==> config.mk <==
export PLATFORM = sky130hd
export DESIGN_NAME = base64_stream_decoder
export DESIGN_NICKNAME = d
export VERILOG_FILES = /design/src/hw/rtl/b64d_pkg.sv /design/src/hw/rtl/base64_stream_decoder.sv /design/src/hw/rtl/b64d_front.sv /design/src/hw/rtl/b64d_queue.sv /design/src/hw/rtl/b64d_back.sv
export SDC_FILE = /design/constraint.sdc
export NUM_CORES = 1
export LEC_CHECK = 0
export BUFFER_PORTS_ARGS = -buffer_cell sky130_fd_sc_hd__buf_4
export CORE_UTILIZATION = 30
export CTS_CLUSTER_DIAMETER = 60
export DETAILED_ROUTE_END_ITERATION = 10
export PLACE_DENSITY = 0.5
export SLEW_MARGIN = 20
export SYNTH_ARGS = -nofsm -noshare
export SYNTH_HDL_FRONTEND = slang
export SYNTH_SLANG_ARGS = --single-unit
==> constraint.sdc <==
create_clock -name i_clk -period 4.7 [get_ports i_clk]
set_input_delay 0.47 -clock i_clk [delete_from_list [all_inputs] [get_ports i_clk]]
set_output_delay 0.47 -clock i_clk [all_outputs]
set_load 0.01 [all_outputs]
==> src/hw/rtl/b64d_pkg.sv <==
// Shared types, character codes and helper functions for the base64 decoder.
// No dependencies; every other file of the decoder uses this package.
package b64d_pkg;

    localparam int COUNT_WIDTH = 32;
    localparam int QDEPTH      = 4;
    localparam int QAW         = $clog2(QDEPTH);

    localparam logic [7:0] CH_PAD   = 8'h3D;  // '='
    localparam logic [7:0] CH_PLUS  = 8'h2B;  // '+'
    localparam logic [7:0] CH_SLASH = 8'h2F;  // '/'
    localparam logic [7:0] CH_SPACE = 8'h20;
    localparam logic [7:0] CH_TAB   = 8'h09;
    localparam logic [7:0] CH_CR    = 8'h0D;
    localparam logic [7:0] CH_LF    = 8'h0A;
    localparam logic [7:0] CH_UA    = 8'h41;  // 'A'
    localparam logic [7:0] CH_UZ    = 8'h5A;  // 'Z'
    localparam logic [7:0] CH_LA    = 8'h61;  // 'a'
    localparam logic [7:0] CH_LZ    = 8'h7A;  // 'z'
    localparam logic [7:0] CH_D0    = 8'h30;  // '0'
    localparam logic [7:0] CH_D9    = 8'h39;  // '9'

    localparam logic [5:0] SX_PLUS  = 6'd62;
    localparam logic [5:0] SX_SLASH = 6'd63;
    localparam logic [7:0] OFS_LOW  = 8'd26;
    localparam logic [7:0] OFS_DIG  = 8'd52;

    typedef enum logic [1:0] {
        KIND_DATA = 2'd0,
        KIND_OK   = 2'd1,
        KIND_ERR  = 2'd2
    } t_kind;

    // One queued record: a decoded group (one to three bytes) or a status.
    typedef struct packed {
        t_kind           kind;
        logic [1:0]      last_idx;   // number of results minus one
        logic [2:0][7:0] bytes;      // bytes[0] comes out first
        logic [31:0]     count;
    } t_rec;

    function automatic logic is_blank(input logic [7:0] c);
        return (c == CH_SPACE) || (c == CH_TAB) || (c == CH_CR) || (c == CH_LF);
    endfunction

    // Map a character to its sextet; bit 6 flags a character outside the alphabet.
    function automatic logic [6:0] sextet_of(input logic [7:0] c);
        logic [7:0] d;
        d = 8'd0;
        if (c >= CH_UA && c <= CH_UZ) begin
            d = c - CH_UA;
            return {1'b0, d[5:0]};
        end else if (c >= CH_LA && c <= CH_LZ) begin
            d = c - CH_LA + OFS_LOW;
            return {1'b0, d[5:0]};
        end else if (c >= CH_D0 && c <= CH_D9) begin
            d = c - CH_D0 + OFS_DIG;
            return {1'b0, d[5:0]};
        end else if (c == CH_PLUS) begin
            return {1'b0, SX_PLUS};
        end else if (c == CH_SLASH) begin
            return {1'b0, SX_SLASH};
        end
        return 7'h40;
    endfunction

    // Fit the running total into the 32-bit result field.
    function automatic logic [31:0] count_to_field(input logic [COUNT_WIDTH-1:0] v);
        logic [COUNT_WIDTH+31:0] ext;
        ext = {32'd0, v};
        return ext[31:0];
    endfunction

endpackage

==> src/hw/rtl/base64_stream_decoder.sv <==
// Top level of the streaming base64 decoder: front end, record queue, back end.
// Depends on b64d_pkg, b64d_front, b64d_queue and b64d_back.
//
// Streaming base64 (standard alphabet) decoder with queue-style ports. One
// character, or an end marker, is taken per cycle whenever o_full is low;
// o_full rises only when the four-entry record queue fills. Space, tab, CR and
// LF are skipped. Every fourth alphabet or pad character gives one to three
// data results, one per cycle from the output register while each is popped;
// an error gives one kind 2 result and latches failure until the end marker,
// and the end marker gives a single kind 1 (with the saturating byte total) or
// kind 2 result and clears the front end's state. o_last marks the final
// result of each input item. Results pass through the record queue and the
// output register; as four characters give at most three bytes, one
// character per cycle, set by the group logic, holds while results are popped.
module base64_stream_decoder (
    input  logic        i_clk,
    input  logic        i_rst_n,
    input  logic        i_push,
    output logic        o_full,
    input  logic [7:0]  i_char_code,
    input  logic        i_end_marker,
    output logic        o_empty,
    input  logic        i_pop,
    output logic [7:0]  o_out_byte,
    output logic [1:0]  o_kind,
    output logic [31:0] o_byte_count,
    output logic        o_last
);

    logic           f_wr;
    b64d_pkg::t_rec f_rec;
    logic           q_full;
    logic           q_valid;
    logic           q_rd;
    b64d_pkg::t_rec q_rec;

    assign o_full = q_full;

    b64d_front u_front (
        .i_clk        (i_clk),
        .i_rst_n      (i_rst_n),
        .i_take       (i_push && !q_full),
        .i_char_code  (i_char_code),
        .i_end_marker (i_end_marker),
        .o_wr         (f_wr),
        .o_rec        (f_rec)
    );

    b64d_queue u_queue (
        .i_clk   (i_clk),
        .i_rst_n (i_rst_n),
        .i_wr    (f_wr),
        .i_rec   (f_rec),
        .o_full  (q_full),
        .i_rd    (q_rd),
        .o_valid (q_valid),
        .o_rec   (q_rec)
    );

    b64d_back u_back (
        .i_clk        (i_clk),
        .i_rst_n      (i_rst_n),
        .i_q_valid    (q_valid),
        .i_q_rec      (q_rec),
        .o_q_rd       (q_rd),
        .i_pop        (i_pop),
        .o_empty      (o_empty),
        .o_out_byte   (o_out_byte),
        .o_kind       (o_kind),
        .o_byte_count (o_byte_count),
        .o_last       (o_last)
    );

endmodule

==> src/hw/rtl/b64d_front.sv <==
// Front end of the base64 decoder: classifies characters, collects groups,
// tracks padding, failure and the byte total, and writes records to the queue.
// Depends on b64d_pkg.
module b64d_front (
    input  logic              i_clk,
    input  logic              i_rst_n,
    input  logic              i_take,
    input  logic [7:0]        i_char_code,
    input  logic              i_end_marker,
    output logic              o_wr,
    output b64d_pkg::t_rec    o_rec
);

    localparam logic [b64d_pkg::COUNT_WIDTH-1:0] CNT_MAX = '1;

    logic [2:0][5:0]                  r_held;
    logic [1:0]                       r_held_count;
    logic                             r_pad_seen;
    logic [1:0]                       r_pad_pos;
    logic                             r_pad_done;
    logic                             r_failed;
    logic [b64d_pkg::COUNT_WIDTH-1:0] r_total;

    logic [2:0][5:0]                  n_held;
    logic [1:0]                       n_held_count;
    logic                             n_pad_seen;
    logic [1:0]                       n_pad_pos;
    logic                             n_pad_done;
    logic                             n_failed;
    logic [b64d_pkg::COUNT_WIDTH-1:0] n_total;

    logic [6:0]                       sx;
    logic [5:0]                       s;
    logic                             fault;
    logic                             is_pad;
    logic [1:0]                       lidx;
    logic [b64d_pkg::COUNT_WIDTH-1:0] add_n;

    always_comb begin
        n_held       = r_held;
        n_held_count = r_held_count;
        n_pad_seen   = r_pad_seen;
        n_pad_pos    = r_pad_pos;
        n_pad_done   = r_pad_done;
        n_failed     = r_failed;
        n_total      = r_total;
        o_wr         = 1'b0;
        o_rec        = '0;
        o_rec.kind   = b64d_pkg::KIND_ERR;
        sx           = b64d_pkg::sextet_of(i_char_code);
        is_pad       = (i_char_code == b64d_pkg::CH_PAD);
        s            = is_pad ? 6'd0 : sx[5:0];
        fault        = is_pad ? (r_pad_done || r_held_count < 2'd2)
                              : (sx[6] || r_pad_done || r_pad_seen);
        // a first '=' in the fourth position closes the group with two bytes
        lidx         = r_pad_seen ? ((r_pad_pos == 2'd2) ? 2'd0 : 2'd1)
                                  : (is_pad ? 2'd1 : 2'd2);
        add_n        = {{(b64d_pkg::COUNT_WIDTH-2){1'b0}}, lidx} + 1'b1;

        if (i_take) begin
            if (i_end_marker) begin
                o_wr = 1'b1;
                if (r_failed || r_held_count != 2'd0) begin
                    o_rec.kind = b64d_pkg::KIND_ERR;
                end else begin
                    o_rec.kind  = b64d_pkg::KIND_OK;
                    o_rec.count = b64d_pkg::count_to_field(r_total);
                end
                n_held_count = 2'd0;
                n_pad_seen   = 1'b0;
                n_pad_pos    = 2'd0;
                n_pad_done   = 1'b0;
                n_failed     = 1'b0;
                n_total      = '0;
            end else if (!b64d_pkg::is_blank(i_char_code) && !r_failed) begin
                if (fault) begin
                    o_wr       = 1'b1;
                    o_rec.kind = b64d_pkg::KIND_ERR;
                    n_failed   = 1'b1;
                end else begin
                    // remember where padding started; it sets the byte count
                    if (is_pad && !r_pad_seen) begin
                        n_pad_seen = 1'b1;
                        n_pad_pos  = r_held_count;
                    end
                    if (r_held_count != 2'd3) begin
                        n_held[r_held_count] = s;
                        n_held_count = r_held_count + 2'd1;
                    end else begin
                        o_wr           = 1'b1;
                        o_rec.kind     = b64d_pkg::KIND_DATA;
                        o_rec.last_idx = lidx;
                        o_rec.bytes[0] = {r_held[0], r_held[1][5:4]};
                        o_rec.bytes[1] = {r_held[1][3:0], r_held[2][5:2]};
                        o_rec.bytes[2] = {r_held[2][1:0], s};
                        // saturating add of one to three bytes
                        n_total = (r_total > CNT_MAX - add_n) ? CNT_MAX : r_total + add_n;
                        n_pad_done   = r_pad_seen || is_pad;
                        n_pad_seen   = 1'b0;
                        n_pad_pos    = 2'd0;
                        n_held_count = 2'd0;
                    end
                end
            end
        end
    end

    always_ff @(posedge i_clk) begin
        r_held <= n_held;
        if (!i_rst_n) begin
            r_held_count <= 2'd0;
            r_pad_seen   <= 1'b0;
            r_pad_pos    <= 2'd0;
            r_pad_done   <= 1'b0;
            r_failed     <= 1'b0;
            r_total      <= '0;
        end else begin
            r_held_count <= n_held_count;
            r_pad_seen   <= n_pad_seen;
            r_pad_pos    <= n_pad_pos;
            r_pad_done   <= n_pad_done;
            r_failed     <= n_failed;
            r_total      <= n_total;
        end
    end

endmodule

==> src/hw/rtl/b64d_queue.sv <==
// Short record queue between the decoder front end and the result serializer.
// Depends on b64d_pkg.
module b64d_queue (
    input  logic              i_clk,
    input  logic              i_rst_n,
    input  logic              i_wr,
    input  b64d_pkg::t_rec    i_rec,
    output logic              o_full,
    input  logic              i_rd,
    output logic              o_valid,
    output b64d_pkg::t_rec    o_rec
);

    b64d_pkg::t_rec             r_mem [b64d_pkg::QDEPTH];
    logic [b64d_pkg::QAW-1:0]   r_wp;
    logic [b64d_pkg::QAW-1:0]   r_rp;
    logic [b64d_pkg::QAW:0]     r_cnt;

    logic do_wr;
    logic do_rd;

    assign o_full  = (r_cnt == (b64d_pkg::QAW+1)'(b64d_pkg::QDEPTH));
    assign o_valid = (r_cnt != '0);
    assign o_rec   = r_mem[r_rp];
    assign do_wr   = i_wr && !o_full;
    assign do_rd   = i_rd && o_valid;

    always_ff @(posedge i_clk) begin
        if (do_wr) begin
            r_mem[r_wp] <= i_rec;
        end
        if (!i_rst_n) begin
            r_wp  <= '0;
            r_rp  <= '0;
            r_cnt <= '0;
        end else begin
            if (do_wr) begin
                r_wp <= (r_wp == b64d_pkg::QAW'(b64d_pkg::QDEPTH-1)) ? '0 : r_wp + 1'b1;
            end
            if (do_rd) begin
                r_rp <= (r_rp == b64d_pkg::QAW'(b64d_pkg::QDEPTH-1)) ? '0 : r_rp + 1'b1;
            end
            if (do_wr && !do_rd) begin
                r_cnt <= r_cnt + 1'b1;
            end else if (do_rd && !do_wr) begin
                r_cnt <= r_cnt - 1'b1;
            end
        end
    end

endmodule

==> src/hw/rtl/b64d_back.sv <==
// Back end of the base64 decoder: splits queued records into result items
// and holds the oldest one in an output register until it is popped.
// Depends on b64d_pkg.
module b64d_back (
    input  logic              i_clk,
    input  logic              i_rst_n,
    input  logic              i_q_valid,
    input  b64d_pkg::t_rec    i_q_rec,
    output logic              o_q_rd,
    input  logic              i_pop,
    output logic              o_empty,
    output logic [7:0]        o_out_byte,
    output logic [1:0]        o_kind,
    output logic [31:0]       o_byte_count,
    output logic              o_last
);

    logic        r_valid;
    logic [1:0]  r_idx;
    logic [7:0]  r_byte;
    logic [1:0]  r_kind;
    logic [31:0] r_count;
    logic        r_last;

    logic        load;
    logic        at_last;
    logic [7:0]  sel_byte;

    assign load    = i_q_valid && (!r_valid || i_pop);
    assign at_last = (r_idx == i_q_rec.last_idx);
    assign o_q_rd  = load && at_last;

    always_comb begin
        unique case (r_idx)
            2'd0:    sel_byte = i_q_rec.bytes[0];
            2'd1:    sel_byte = i_q_rec.bytes[1];
            default: sel_byte = i_q_rec.bytes[2];
        endcase
    end

    always_ff @(posedge i_clk) begin
        if (load) begin
            r_byte  <= sel_byte;
            r_kind  <= i_q_rec.kind;
            r_count <= i_q_rec.count;
            r_last  <= at_last;
        end
        if (!i_rst_n) begin
            r_valid <= 1'b0;
            r_idx   <= 2'd0;
        end else begin
            if (load) begin
                r_valid <= 1'b1;
                // advance through the record, rewind once its last byte is out
                r_idx   <= at_last ? 2'd0 : r_idx + 2'd1;
            end else if (i_pop) begin
                r_valid <= 1'b0;
            end
        end
    end

    assign o_empty      = !r_valid;
    assign o_out_byte   = r_byte;
    assign o_kind       = r_kind;
    assign o_byte_count = r_count;
    assign o_last       = r_last;

endmodule
Word level (Yosys, flattened, before mapping). Memory sizes are Yosys's and may differ from the RTL's. A register that Yosys moved wholly into a read port is not among the register bits. Cells that the tools add are included. W data, S select, Z words.

Register bits: 110. Bits in writable memories: 240. Memories: 1.

Add/sub/neg operators: 14. Order comparisons: 10. Eq/ne operators: 17. Multiplexer cells: 72. Bitwise gates (word level): 2. Reductions and logical operators: 41.

Memory list: u_queue.r_mem (depth 4, bits a word 60, rd ports 1, clocked after memory_dff 1, wr ports 1, line b64d_queue.sv:14) `b64d_pkg::t_rec r_mem [b64d_pkg::QDEPTH];`.

Operator list (number): $mux W32 (7); $mux W60 (1); $mux W28 (2); $mux W26 (2); $mux W7 (6); $mux W2 (19); $add A32 B32 Y32 (1); $eq A8 B6 Y1 const B (4); $gt A32 B32 Y1 (1); $sub A32 B32 Y32 const A (1); $mux W1 (28); $eq A8 B4 Y1 const B (3); $bwmux W18 (1); $ge A8 B7 Y1 const B (2); $le A8 B7 Y1 const B (2); $pmux W8 S2 (1); $logic_and A1 B1 Y1 (13); $demux W6 S2 (1); $mux W6 (2); $sub A6 B6 Y6 const B (2); $reduce_bool A2 Y1 (5); $logic_or A1 B1 Y1 (9); $add A2 B1 Y2 const B (4); $ge A8 B6 Y1 const B (1); 24 further kinds (38).

Depth between registers and ports, before layout.
Depth after elaboration: 19. Mapped depth: 15. Depth with buffers taken out: 15.

By module. Synthesis repeated with hierarchy kept, for this count alone.

Cells, all modules: 944. Area total of the unflattened synthesis: 14896.8 sq um.

By module, submodules not included: b64d_queue (instances 1, cells each 365, area each 9205.1 sq um, seq. area each 7387.1 sq um); b64d_front (instances 1, cells each 486, area each 4062.6 sq um, seq. area each 1321.3 sq um); b64d_back (instances 1, cells each 92, area each 1615.3 sq um, seq. area each 1351.3 sq um); base64_stream_decoder (instances 1, cells each 1, area each 13.8 sq um, seq. area each 0.0 sq um).

Least setup slack after synthesis. OpenSTA, ideal clock, no wires.

Kind: input to register. From: input port i_char_code[2]. To: memory u_queue.r_mem[0][0] (netlist bit) (enable). Library setup time: 0.424 ns. Data arrival time: 3.335 ns. Data required time: 4.276 ns. Setup slack: 0.941 ns. Stages: 8. Buffers on the path: 0. Path through: inv_1 ha_1 a21oi_1 and4bb_2 nor3_1 o21ai_0 a21oi_1 and2_1.

Longest elaborated chain between the ends: 17. Elaborated cells between the ends (all ways): 41. Those cells by class: 6 x order compare; 7 x eq/ne; 17 x mux; 11 x reduce/logical.

RTL lines: from (decl) (line base64_stream_decoder.sv:20) `input logic [7:0] i_char_code,`; branches (longest 11 deep; another with $ge A8 B6 Y1); $mux W1 * (line b64d_front.sv:75) `end else if (!b64d_pkg::is_blank(i_char_code) && !r_failed) begin`; $mux W1 * (line b64d_front.sv:61) `if (i_end_marker) begin`; $mux W1 * (line b64d_front.sv:60) `if (i_take) begin`; $logic_and A1 B1 Y1 * (line b64d_queue.sv:25) `assign do_wr = i_wr && !o_full;`; via u_queue.do_wr (line b64d_queue.sv:19) `logic do_wr;`; $mux W1 * (line b64d_queue.sv:29) `if (do_wr) begin`; $mux W1 (implied by the code) * (line b64d_queue.sv:30) `r_mem[r_wp] <= i_rec;`; to (decl) (line b64d_queue.sv:14).

Mark *: on every way through the listed nets, which the timed path passes.

Final worst setup path.
From: input port i_char_code[1]. To: register u_front.r_total[30] (netlist bit).

Longest elaborated chain between the ends: 12. Elaborated cells between the ends (all ways): 48. Those cells by class: 3 x add/sub; 7 x order compare; 8 x eq/ne; 18 x mux; 12 x reduce/logical.

RTL lines: branches (longest 12 deep; another with $sub A32 B32 Y32); to (signal assigned) (line b64d_front.sv:123) `r_total <= n_total;`; to (decl) (line b64d_front.sv:22) `logic [b64d_pkg::COUNT_WIDTH-1:0] r_total;`.

Several ways; the timed one is not identified. The select of a mux whose other input is x is not followed. A chain may end at the register's enable or synchronous reset.

==> flow_metrics.tcl <==
set metrics [dict create \
    syn_nets 996 \
    synth-main-ff-cell "edfxtp_1" \
    clock.fmax_mhz 284 \
    relSlewSlack_pct 41.3 \
    grt_max_degree 61 \
    crit_slowest_cell "or4_1" \
    path_cells "buf_4, inv_1, ha_1, and3_1, o22ai_1, inv_1, ha_1, inv_1, fa_1, nand2b_1, a21o_1, or4_1, nor2_1, a311oi_1, o21ai_0, o21ai_1" \
    area_growth_pct 16.2 \
    crit_fanout 8 \
    holdPathEnd "u_back.r_valid" \
    dp_slack_ps 660 \
    slew_violations 0 \
    synth_edf_count 301 \
    first_pass_iters 5 \
    wl_um 31400 \
    hold_start "i_pop" \
    fin_crit_ps 3520 \
    clkTransAtPathRegs_ps 60 \
    hold_path.class "input pin to register" \
    fin_cells 1666 \
    p_sw_mw 2.33 \
    viasPerCell 4.91 \
    grt_pass1_wl_um 49100 \
    combinationalPowerShare_pct 20.7 \
    status "completed" \
    initial_core_util_pct 30.6 \
    path_delay_family "simple AND/OR/NAND/NOR gates" \
    crit_top_cell "inv_1" \
    rsz0062_at_grt "false" \
    power_density_nw_per_um2 513 \
    finalClockSkew_ps 19.7 \
    yosysWarnings 0 \
    r2r-start "u_front.r_pad_seen" \
    synth_top_area_cell "edfxtp_1" \
    synthTopCellsByArea "edfxtp_1 62%, mux4_2 9.2%, dfxtp_1 7.0%" \
    synth_cell_types 68 \
    yosysSeqAreaShare_pct 68.5 \
    power.share.clock_pct 32.3 \
    hold_violations 0 \
    timing.setup.tns_ps 0 \
    n_antenna_cell 0 \
    crit_buf_inv 4 \
    cts.repair.resized 0 \
    antenna_found_initial 0 \
    max-vdd-ir-drop_uv 223 \
    cts_setup_buffers 0 \
    sw_frac_of_total_pct 26.6 \
    synth_top_area_share_pct 61.6 \
    ys_ff_latch 352 \
    rows 80 \
    synth_cells 954 \
    hold_ws_ps 210 \
    drt_iter0_markers 612 \
    overflow 0 \
    cp.arrival_ps 3950 \
    max-cap-violations 0 \
    clk_path_buf_depth 3 \
    gp_congestion 0.789 \
    final_util_pct 35.5 \
    antenna_left 0 \
    grt_usage_pct 12.8 \
    worstPathRequired_ps 5130 \
    ff2ff_path_depth 13 \
    critPathKind "input pin to register" \
    die_w_um 223 \
    core_um2 48000 \
    startpoint "i_char_code[1]" \
    r2r_slack_ps 1330 \
    numCtsBuffers 40 \
    drive_gt1_share_pct 20.0 \
    crit_path_end_kind "register" \
    routedWlPerCell_um 18.8 \
    cp-start-kind "input pin" \
    p_int_mw 6.42 \
    die_area_um2 49800 \
    synth_most_common_cell "edfxtp_1" \
    r2r_end "u_front.r_total[30]" \
    pwr-share-seq_pct 47.0 \
    syn_avg_cell_area_um2 15.4 \
    cts_root_buf "clkbuf_16" \
    whs_path_depth 4 \
    grt_pass1_vias 8379 \
    io_buffers 57 \
    async_reset_ff_share_pct 0 \
    finalNetCount 1070 \
    dp_hpwl_um 19100 \
    io_pins 58 \
    cts_tree "built" \
    finalSetupViolations 0 \
    ys_top_cells_by_count "301 x edfxtp_1, 60 x mux4_2, 51 x dfxtp_1, 51 x o21ai_0, 45 x nand2_1" \
    min_period_over_period_pct 75.0 \
    drc 0 \
    clock_latency_ps 540 \
    hold_buffers 0 \
    setup_slack_ps 1180 \
    max_stage_delay_ps 590 \
    vias 8179 \
    numClockSinks 352 \
    synth_area_um2 14700 \
    worstMarginPinSlew_ps 872 \
    post-place-cells 1601 \
    die_h_um 223 \
    htreeDepth 2 \
    p_leak_nw 5.58 \
]
[tightest hold or removal path: stages]
cell	delay, ps
buf_4	70
inv_1	40
nand2_1	50
a21boi_0	70
[layout make-up]
type                            count  area (µm²)
Fill cell                        4571       31000
Sequential cell                   352       10100
Multi-Input combinational cell    520        4270
Clock buffer                       52        1070
Tap cell                          615         769
Timing Repair Buffer               75         638
Inverter                           39         146
Clock inverter                     13        98.8
[routing by layer]
metal / vias to the layer above / track usage [%] / wire length (µm)
met1: 4134 / 17.6 / 14800
met4: 0 / 3.65 / 582
li1: 3834 / - / -
met3: 46 / 2.87 / 1460
met2: 165 / 20.2 / 14500
met5: - / 0 / 0
[how the worst max path moves through the flow]
stage                          end  slack (ps)  cells past startpoint
2_1_floorplan  u_queue.r_mem[0][0]         940                      8
5_1_grt        u_front.r_total[30]         980                     16
4_1_cts        u_front.r_total[30]        1240                     16
3_5_place_dp   u_front.r_total[30]         660                     16
6_report       u_front.r_total[30]        1180                     16
3_3_place_gp   u_front.r_total[30]         650                     16
[sequential cells by signal (all words and copies together) (netlist names), named ones only]
register / flops
u_back.o_byte_count: 32
u_back.o_out_byte: 8
u_back.r_valid: 1
u_front.r_pad_pos: 2
u_queue.r_mem: 240
u_back.o_kind: 2
u_queue.r_cnt: 3
u_front.r_held_count: 2
u_front.r_failed: 1
u_back.r_idx: 2
u_queue.r_rp: 2
u_front.r_held: 18
u_front.r_total: 32
u_front.r_pad_done: 1
u_back.o_last: 1
u_front.r_pad_seen: 1
u_queue.r_wp: 2
[per-stage QoR]
step,area [µm²],total power [mW]
after floorplan,14700,5.28
after global placement,15900,6.05
after detailed placement,15900,6.07
after CTS,17100,8.92
after global routing,17100,9.18
final,17100,8.75
[cells in the final DEF (no fill, tap or decap), drive strengths merged, types with 29 or more instances in the layout]
| cell | n |
|---|---|
| buf | 75 |
| nand2 | 46 |
| o21ai | 58 |
| edfxtp | 301 |
| nor3 | 41 |
| mux4 | 60 |
| inv | 41 |
| a21oi | 30 |
| and2 | 44 |
| nor2 | 44 |
| clkbuf | 52 |
| nand3 | 29 |
| dfxtp | 51 |
[cell families after synthesis]
group	count (synthesis)	synth area share (%)
flops	352	68.5
simple gates	266	9.84
compound gates	154	6.75
buf+inv	82	2.42
mux	62	9.34
fa+ha+maj	29	2.57
xor+xnor	9	0.537
[power by group through the flow]
stage                     combinational [mW]  clock [mW]  sequential, mW
after floorplan                         1.05           0            4.23
after global placement                  1.86           0            4.19
after detailed placement                1.87           0            4.20
after CTS                               1.88        2.91            4.13
after global routing                    1.98        3.03            4.17
final                                   1.81        2.82            4.11
Power figures use the tool's default switching activity.
